[src/hdl/fpadd_pkg.sv]
// Shared types and constants for the binary32 adder pipeline.
// No dependencies.
package fpadd_pkg;
  localparam logic [7:0]  ExpMax  = 8'hFF;
  localparam logic [31:0] InfBits = 32'h7F80_0000;
  localparam logic [31:0] NanOpp  = 32'h7F80_0001;

  // aligned operands after stage 1
  typedef struct packed {
    logic        special;
    logic [31:0] special_bits;
    logic        sign;
    logic        diff;
    logic [7:0]  exp;
    logic [26:0] sa;
    logic [26:0] sb;
  } align_t;

  // raw sum after stage 2
  typedef struct packed {
    logic        special;
    logic [31:0] special_bits;
    logic        sign;
    logic        diff;
    logic [7:0]  exp;
    logic [27:0] sum;
  } sum_t;

  // normalised sum after stage 3
  typedef struct packed {
    logic        special;
    logic [31:0] special_bits;
    logic        sign;
    logic [8:0]  exp;
    logic [26:0] sig;
  } norm_t;
endpackage

[src/hdl/fpadd_align.sv]
// Stage 1: special cases, magnitude swap and alignment shift.
// Depends on fpadd_pkg.
module fpadd_align (
  input  logic                 clk,
  input  logic                 rst,
  input  logic                 valid_in,
  input  logic [31:0]          operand_a,
  input  logic [31:0]          operand_b,
  output logic                 valid_out,
  output fpadd_pkg::align_t    stage_out
);
  import fpadd_pkg::*;

  logic [7:0]  ea, eb, el, es, d;
  logic [22:0] fa, fb;
  logic        a_nan, b_nan, a_inf, b_inf, swap;
  logic [31:0] big, sml;
  logic [26:0] sl, ss, shifted, lost_mask;
  align_t      a_next;

  always_comb begin
    ea = operand_a[30:23];
    eb = operand_b[30:23];
    fa = operand_a[22:0];
    fb = operand_b[22:0];
    a_nan = (ea == ExpMax) && (fa != '0);
    b_nan = (eb == ExpMax) && (fb != '0);
    a_inf = (ea == ExpMax) && (fa == '0);
    b_inf = (eb == ExpMax) && (fb == '0);
    swap = operand_b[30:0] > operand_a[30:0];
    big = swap ? operand_b : operand_a;
    sml = swap ? operand_a : operand_b;
    el = (big[30:23] == 8'd0) ? 8'd1 : big[30:23];
    es = (sml[30:23] == 8'd0) ? 8'd1 : sml[30:23];
    sl = {(big[30:23] != 8'd0), big[22:0], 3'b000};
    ss = {(sml[30:23] != 8'd0), sml[22:0], 3'b000};
    d  = el - es;
    lost_mask = '0;
    // shift right with sticky
    if (d >= 8'd27) begin
      shifted = {26'd0, (ss != '0)};
    end else begin
      lost_mask = ~(27'h7FF_FFFF << d[4:0]);
      shifted = (ss >> d[4:0]) | {26'd0, ((ss & lost_mask) != '0)};
    end
    a_next.sign = big[31];
    a_next.diff = big[31] ^ sml[31];
    a_next.exp  = el;
    a_next.sa   = sl;
    a_next.sb   = shifted;
    a_next.special = a_nan || b_nan || a_inf || b_inf;
    priority if (a_nan) begin
      a_next.special_bits = operand_a;
    end else if (b_nan) begin
      a_next.special_bits = operand_b;
    end else if (a_inf && b_inf) begin
      a_next.special_bits = (operand_a[31] != operand_b[31]) ? NanOpp : operand_a;
    end else if (a_inf) begin
      a_next.special_bits = operand_a;
    end else begin
      a_next.special_bits = operand_b;
    end
  end

  // advance stage register
  always_ff @(posedge clk) begin
    if (rst) valid_out <= 1'b0;
    else     valid_out <= valid_in;
    stage_out <= a_next;
  end
endmodule

[src/hdl/fpadd_addnorm.sv]
// Stages 2 and 3: significand add/subtract, then normalisation.
// Depends on fpadd_pkg.
module fpadd_addnorm (
  input  logic              clk,
  input  logic              rst,
  input  logic              valid_in,
  input  fpadd_pkg::align_t stage_in,
  output logic              valid_out,
  output fpadd_pkg::norm_t  stage_out
);
  import fpadd_pkg::*;

  sum_t        s2, s2_next;
  logic        v2;
  norm_t       n_next;
  logic [4:0]  lz;
  logic [4:0]  sh;
  logic [8:0]  room;

  // add or subtract
  always_comb begin
    s2_next.special      = stage_in.special;
    s2_next.special_bits = stage_in.special_bits;
    s2_next.sign = stage_in.sign;
    s2_next.diff = stage_in.diff;
    s2_next.exp  = stage_in.exp;
    s2_next.sum  = stage_in.diff ? ({1'b0, stage_in.sa} - {1'b0, stage_in.sb})
                                 : ({1'b0, stage_in.sa} + {1'b0, stage_in.sb});
  end

  always_ff @(posedge clk) begin
    if (rst) v2 <= 1'b0;
    else     v2 <= valid_in;
    s2 <= s2_next;
  end

  // leading-zero count over bits 26..0
  always_comb begin
    lz = 5'd26;
    for (int i = 0; i <= 26; i++) begin
      if (s2.sum[i]) lz = 5'(26 - i);
    end
  end

  // normalise; keep a special result even when the significands cancel
  always_comb begin
    n_next.special      = s2.special;
    n_next.special_bits = s2.special_bits;
    n_next.sign = s2.sign;
    room = {1'b0, s2.exp} - 9'd1;
    sh = ({4'd0, lz} > room) ? room[4:0] : lz;
    if (s2.sum == '0) begin
      n_next.special = 1'b1;
      n_next.special_bits = s2.special ? s2.special_bits
                                       : (s2.diff ? 32'd0 : {s2.sign, 31'd0});
      n_next.exp = '0;
      n_next.sig = '0;
    end else if (s2.sum[27]) begin
      n_next.exp = {1'b0, s2.exp} + 9'd1;
      n_next.sig = s2.sum[27:1] | {26'd0, s2.sum[0]};
    end else begin
      n_next.exp = {1'b0, s2.exp} - {4'd0, sh};
      n_next.sig = s2.sum[26:0] << sh;
    end
  end

  always_ff @(posedge clk) begin
    if (rst) valid_out <= 1'b0;
    else     valid_out <= v2;
    stage_out <= n_next;
  end
endmodule

[src/hdl/fpadd_round.sv]
// Stage 4: round to nearest even and pack the result.
// Depends on fpadd_pkg.
module fpadd_round (
  input  logic             clk,
  input  logic             rst,
  input  logic             valid_in,
  input  fpadd_pkg::norm_t stage_in,
  output logic             valid_out,
  output logic [31:0]      result
);
  import fpadd_pkg::*;

  logic [24:0] mant;
  logic [2:0]  rem;
  logic [8:0]  e;
  logic [31:0] r_next;

  always_comb begin
    rem  = stage_in.sig[2:0];
    mant = {1'b0, stage_in.sig[26:3]};
    e    = stage_in.exp;
    if (rem > 3'd4 || (rem == 3'd4 && mant[0])) mant = mant + 25'd1;
    if (mant[24]) begin
      mant = mant >> 1;
      e = e + 9'd1;
    end
    if (stage_in.special)      r_next = stage_in.special_bits;
    else if (e >= 9'd255)      r_next = {stage_in.sign, 31'd0} | InfBits;
    else r_next = {stage_in.sign, (mant[23] ? e[7:0] : 8'd0), mant[22:0]};
  end

  // drive result register
  always_ff @(posedge clk) begin
    if (rst) valid_out <= 1'b0;
    else     valid_out <= valid_in;
    result <= r_next;
  end
endmodule

[src/hdl/binary32_float_adder_unit.sv]
// Binary32 adder, four register stages: align, add, normalise, round.
// One request per cycle.
// busy is always low: the pipeline never stalls.
// Synchronous active-high reset clears all valid bits; data needs no reset.
// Depends on fpadd_pkg, fpadd_align, fpadd_addnorm, fpadd_round.
module binary32_float_adder_unit (
  input  logic        clk,
  input  logic        rst,
  input  logic        start,
  output logic        busy,
  input  logic [31:0] operand_a,
  input  logic [31:0] operand_b,
  output logic        done,
  output logic [31:0] sum_bits
);
  import fpadd_pkg::*;

  logic   v1, v3;
  align_t st1;
  norm_t  st3;

  assign busy = 1'b0;

  fpadd_align u_align (
    .clk(clk), .rst(rst), .valid_in(start && !busy),
    .operand_a(operand_a), .operand_b(operand_b),
    .valid_out(v1), .stage_out(st1)
  );

  fpadd_addnorm u_addnorm (
    .clk(clk), .rst(rst), .valid_in(v1), .stage_in(st1),
    .valid_out(v3), .stage_out(st3)
  );

  fpadd_round u_round (
    .clk(clk), .rst(rst), .valid_in(v3), .stage_in(st3),
    .valid_out(done), .result(sum_bits)
  );
endmodule

[config.mk]
export PLATFORM = sky130hd
export DESIGN_NAME = binary32_float_adder_unit
export DESIGN_NICKNAME = d
export VERILOG_FILES = /design/src/hdl/fpadd_pkg.sv /design/src/hdl/fpadd_align.sv /design/src/hdl/fpadd_addnorm.sv /design/src/hdl/fpadd_round.sv /design/src/hdl/binary32_float_adder_unit.sv
export SDC_FILE = /design/constraint.sdc
export NUM_CORES = 1
export LEC_CHECK = 0
export BUFFER_PORTS_ARGS = -buffer_cell sky130_fd_sc_hd__buf_4
export CAP_MARGIN = 5
export CORE_MARGIN = 2
export CORE_UTILIZATION = 45
export CTS_CLUSTER_SIZE = 10
export DETAILED_ROUTE_END_ITERATION = 10
export PLACE_DENSITY = 0.7
export SLEW_MARGIN = 10
export SYNTH_ARGS = -nofsm -noshare
export SYNTH_HDL_FRONTEND = slang
export SYNTH_HIERARCHICAL = 1
export SYNTH_SLANG_ARGS = --single-unit
[constraint.sdc]
create_clock -name clk -period 5.99 [get_ports clk]
set_input_delay 1.198 -clock clk [delete_from_list [all_inputs] [get_ports clk]]
set_output_delay 1.198 -clock clk [all_outputs]
set_load 0.005 [all_outputs]
-- After elaboration in Yosys (flattened, before gate mapping)
Cells that the tools add are included.
- multiplexer cells: 48
- magnitude comparators: 5
- eq/ne operators: 4
- reductions and logical operators: 21
- bitwise operators: 5
- shift-type cells: 3
- add/sub/neg operators: 8
- operators with widths (operator ; count):
    two-way mux 32 bit ; 11
    two-way mux 5 bit ; 17
    OR 27 x 1 -> 27 bit ; 2
    zero test 23 bit ; 2
    nonzero test 23 bit ; 2
    two-way mux 36 bit ; 1
    two-way mux 4 bit ; 8
    > comparator 31 bit ; 1
    two-way mux 31 bit ; 1
    adder 27 x 27 -> 28 bit ; 1
    zero test 28 bit ; 1
    two-way mux 28 bit ; 1
    subtractor 27 x 27 -> 28 bit ; 1
    bitwise AND 27 bit ; 1
    NOT 27 bit ; 1
    nonzero test 27 bit ; 1
    left shift 27 x 5 -> 27 bit ; 1
    left shift 27 x 5 -> 27 bit (first input constant) ; 1
    right shift 27 x 5 -> 27 bit ; 1
    adder 24 x 1 -> 25 bit (second input constant) ; 1
    two-way mux 25 bit ; 1
    two-way mux 24 bit ; 1
    two-way mux 8 bit ; 3
    nonzero test 24 bit ; 1
    20 further kinds ; 32
- bits in registers: 271
- output and inout port bits: 34
- word-level logic and storage cells: 118
- bits of input ports: 67

-- Longest topological paths before layout
- depth in word-level cells: 30
- gate-level depth with buffers: 29
- gate-level depth less buffers: 25

-- Hierarchy
Netlist, hierarchy kept.
- modules (own cells, without submodules) (module ; area each (µm²) ; cells an instance ; instances ; seq. area each (µm²)):
    fpadd_addnorm ; 8150.3 ; 931 ; 1 ; 2862.7
    fpadd_align ; 6203.4 ; 666 ; 1 ; 1901.8
    fpadd_round ; 2038.2 ; 223 ; 1 ; 660.6
    binary32_float_adder_unit ; 11.3 ; 2 ; 1 ; 0.0

-- Worst setup path after synthesis
OpenSTA, ideal clock, no wires.
- path type: input-to-reg
- start point: in operand_a[13]
- end point: reg u_align/stage_out[0] in the netlist's numbering
- setup time: 127 ps
- path buffers: 2
- data arrival time: 6155 ps
- required time: 5863 ps
- slack: -292 ps
- stages on the path: 24
- cell sequence: inv_1 > ha_1 > nand4_1 > nor4_2 > a22oi_1 > a21oi_4 > buf_8 > buf_8 > mux2_2 > nor4_1 > and4bb_2 > nor2_1 > ha_1 > fa_1 > nand2_1 > nand2_1 > a21boi_0 > a2111oi_1 > o221ai_1 > a2111oi_0 > a41o_1 > a21oi_1 > nor4_1 > o22ai_1
- RTL lines (item ; RTL line ; source):
    start: declaration ; binary32_float_adder_unit.sv:11 ; input logic [31:0] operand_a,
    end signal: assignment ; fpadd_align.sv:69 ; stage_out <= a_next;
    end: declaration ; fpadd_align.sv:10 ; output fpadd_pkg::align_t stage_out

==> run metrics <==
Syn Inst Count=1822; vias in the first global route=around 15000; drt pass-1 iters=6; HPWL after detailed placement=between 30000 and 40000 µm; clock latency on the worst-skew pair=roughly 530 ps; post-layout net count=approximately 2200; Worst Max-Slew Pin Slew=~1100 ps; Fin. Hold Viols=0; hold_ws=321.6 ps; # hold bufs at CTS=0; row count=69; input/output buffers=99; Async SR Flop Fraction=0%; max_slew headroom=26.66%; sequential fraction of the synthesis area=between 30 and 40%; Longest Clk Path Bufs=3; Yosys warning count=6; Tot Pwr=roughly 0.0098 W; placed cells=2437; ys flop type=dfxtp_1; fin util=between 50% and 60%; Yosys top cell area share=33.07%; I/O Pins=101; DIE WIDTH=194.9 µm; LEAKAGE=~8.2 nW; largest net degree at the start of global routing=65; clock root buffer master=clkbuf_16; Crit Path Category=in2reg; Setup Skew=between 20 and 25 ps; Startpoint Class=input pin; Netlist cell types=approximately 110; first-pass GRT wire length=80600 µm; CTS clk-pin slew, worst paths=around 60 ps; cell-internal power=0.005628 W; Max Cap Viol=0; share of cells above drive strength 1=22.71%; main combinational cell family by area after synthesis=compound AO/OA/AOI/OAI gates; EDFF count, synth=0; Sw Share=42.55%; combinational share of power=52.7%; Synth Area in XOR/XNOR=between 4 and 5%; P&R area growth vs syn=19.98%; register bit total from synthesis=271; Post-Synth Simple-Gate Area=17.88%; vias per cell=6.027; initial antenna violation count=0; pwr/cell area=497.8 nW/µm²; total track usage=a little over a quarter; net load switching power=0.004169 W; Reg power frac=28.4%; status=finished clean; die area=roughly 38000 µm²; drt wl/cell=20.76 µm; via count=approximately 15000; Die Y-Extent=194.9 µm; clk sinks=between 200 and 300; period utilization=93.96%; Critical Path Sink Type=register; RSZ-0062 raised after global routing=no; final worst path period need=around 5600 ps; CTS tree=done; final setup violation count=0; Total Wirelength=51550 µm; synthesized area=~16000 µm²; Cell Count, Final, Fillers Out=2483; mean post-synth cell area=about 9 µm²; grt total ovfl=0; Worst Path Required=between 6000 and 7000 ps; Num CTS Buffers=34; dominant cell type by area after synthesis=dfxtp_1; largest cells by area after synthesis=dfxtp_1 (33%), ha_1 (6.5%), mux2i_1 (4.8%), xnor2_1 (3.3%), nor2_1 (3.2%); Final Wtd Congestion=approximately 1.1; HP Class=reg2reg; # H-tree levels=2; adder-cell share of the synthesized area=6.850%; Placeable Area=35740 µm²; cell area after layout=19680 µm²; DRC=0; DRT iter0 DRCs=1553; achievable frequency=0.1777 GHz; placed instance area=between 15000 and 20000 µm²; CP max FO=8; Max Slew Vio Count=0; compound-cell area share of the yosys netlist=20.80%; mux cell area share after synthesis=between 10% and 20%; Routed Antenna Nets=0; Initial Util=45.89%; worst path arrival time=6010 ps; clock share of power=a little under a fifth; peak supply drop=0.2475 mV
flip-flops by register name, indices dropped and copies added (netlist names):
name and cells:
u_align/stage_out 94, u_addnorm/v2 1, u_addnorm/valid_out 1, u_addnorm/n_next 1
u_addnorm/stage_out 70, u_round/result 32, u_round/valid_out 1, u_align/valid_out 1
u_addnorm/s2 70
metrics by stage:
step / worst slack, ps / TNS, ps
floorplan: -7.665 / -7.665
global placement: -194.0 / -522.3
detailed placement: -367.1 / -2821
CTS: 167.4 / 0
global route: 33.86 / 0
finish: 361.8 / 0
placed cells by master (no fill, tap or decap), drive strengths merged, types with 24 or more instances in the layout:
master	n
ha	85
nand2	139
nor3	49
inv	73
xor2	24
clkbuf	38
mux2	47
a22oi	25
nor4	36
nor2	141
nand3	57
buf	250
nand4	28
mux2i	78
a211oi	24
a21oi	108
o21ai	77
xnor2	64
dfxtp	271
a22o	43
nor2b	56
power groups by stage:
stage	combinational [W]	clock (W)	sequential, W
global route	0.00559	0.00197	0.00283
floorplan	0.00370	0	0.00257
CTS	0.00508	0.00189	0.00276
finish	0.00516	0.00185	0.00278
detailed placement	0.00505	0	0.00280
global placement	0.00500	0	0.00278
kinds of logic (layout without fill, tap and decap cells):
logic type / after synthesis / in the layout
mux: 148 / 148
flops: 271 / 271
buf+inv: 171 / 368
compound gates: 478 / 478
other cells: 2 / 5
simple gates: 576 / 576
fa+ha+maj: 88 / 88
xor+xnor: 88 / 88
synthesized netlist by cell type, types with 5 or more instances:
cell type,number
buf_2,21
o31ai_1,11
buf_1,8
dfxtp_1,271
a32o_1,11
and3_1,7
nor2b_1,55
mux2_2,46
buf_6,12
a22o_1,43
mux2i_1,78
a22oi_1,23
and2_1,8
a31oi_1,19
o21bai_1,13
mux4_2,12
o211ai_1,15
or2_2,13
xnor2_1,62
a311oi_1,12
nand2_1,136
o22ai_1,5
o21a_1,14
o21ai_0,54
nor2_1,141
inv_1,67
o221ai_1,10
a221oi_1,10
xor2_1,23
mux4_1,11
buf_4,6
nor4_1,31
nor3_1,46
a21o_1,18
a211oi_1,24
o21ai_1,23
nand2b_1,17
nand4_1,25
a21oi_1,105
a211o_1,5
nand3_1,55
ha_1,85
clkbuf_1,44
repair_timing:
action | in CTS | in global routing
resized for setup | 0 | 4
endpoints found under the hold margin | 0 | 0
buffers inserted | 0 | 1
setup endpoints to repair | 0 | 3
area by class of cell:
cell class              instances  area, µm²
diodes                          1      2.502
clock buffers                  38      875.8
clock inverters                 6      127.6
fillers                      3180      16060
inverters                      74      277.8
multi-input cells            1382      10490
flip-flops and latches        271       5425
well taps                     461      576.8
repair buffers                250       1902
critical path, stage by stage:
cell and delay (ps):
buf_4 120, ha_1 300, a21oi_1 150, nor2_1 50
a211oi_1 310, o211ai_1 230, a21oi_4 220, buf_12 140
mux2_4 310, nor4_1 280, and4bb_2 280, nor2_2 60
ha_2 190, fa_2 400, nor2b_1 130, o21a_1 140
o21a_1 210, nor2_1 120, nor2_1 270, a31oi_1 70
o32ai_1 340, nand4_1 170, nor4_1 200, o22ai_1 110
worst paths after layout:
| kind | slack [ps] | depth (start not counted) | from | end |
|---|---|---|---|---|
| setup / recovery | 360 | 24 | operand_b[8] | u_align/stage_out[0]$_DFF_P_ |
| hold / removal | 320 | 0 | u_align/stage_out[95]$_DFF_P_ | u_addnorm/s2[69]$_DFF_P_ |
| setup reg to reg | 430 | 22 | u_addnorm/s2[4]$_DFF_P_ | u_addnorm/stage_out[35]$_SDFF_PN0_ |
| hold reg to reg | 320 | 0 | u_align/stage_out[95]$_DFF_P_ | u_addnorm/s2[69]$_DFF_P_ |
metal layers:
layer  GRT usage [%]  part of all wire [%]  wire length, µm  vias to the layer above
met4           11.68                   4.4             2246                        0
met1           34.09                    42            21710                     7056
met2           44.66                    47            24290                      653
met5               0                     0                0                        -
li1                -                     -                -                     7103
met3           3.835                   6.4             3302                      152
Note: power is estimated with default switching activity, not from simulation.
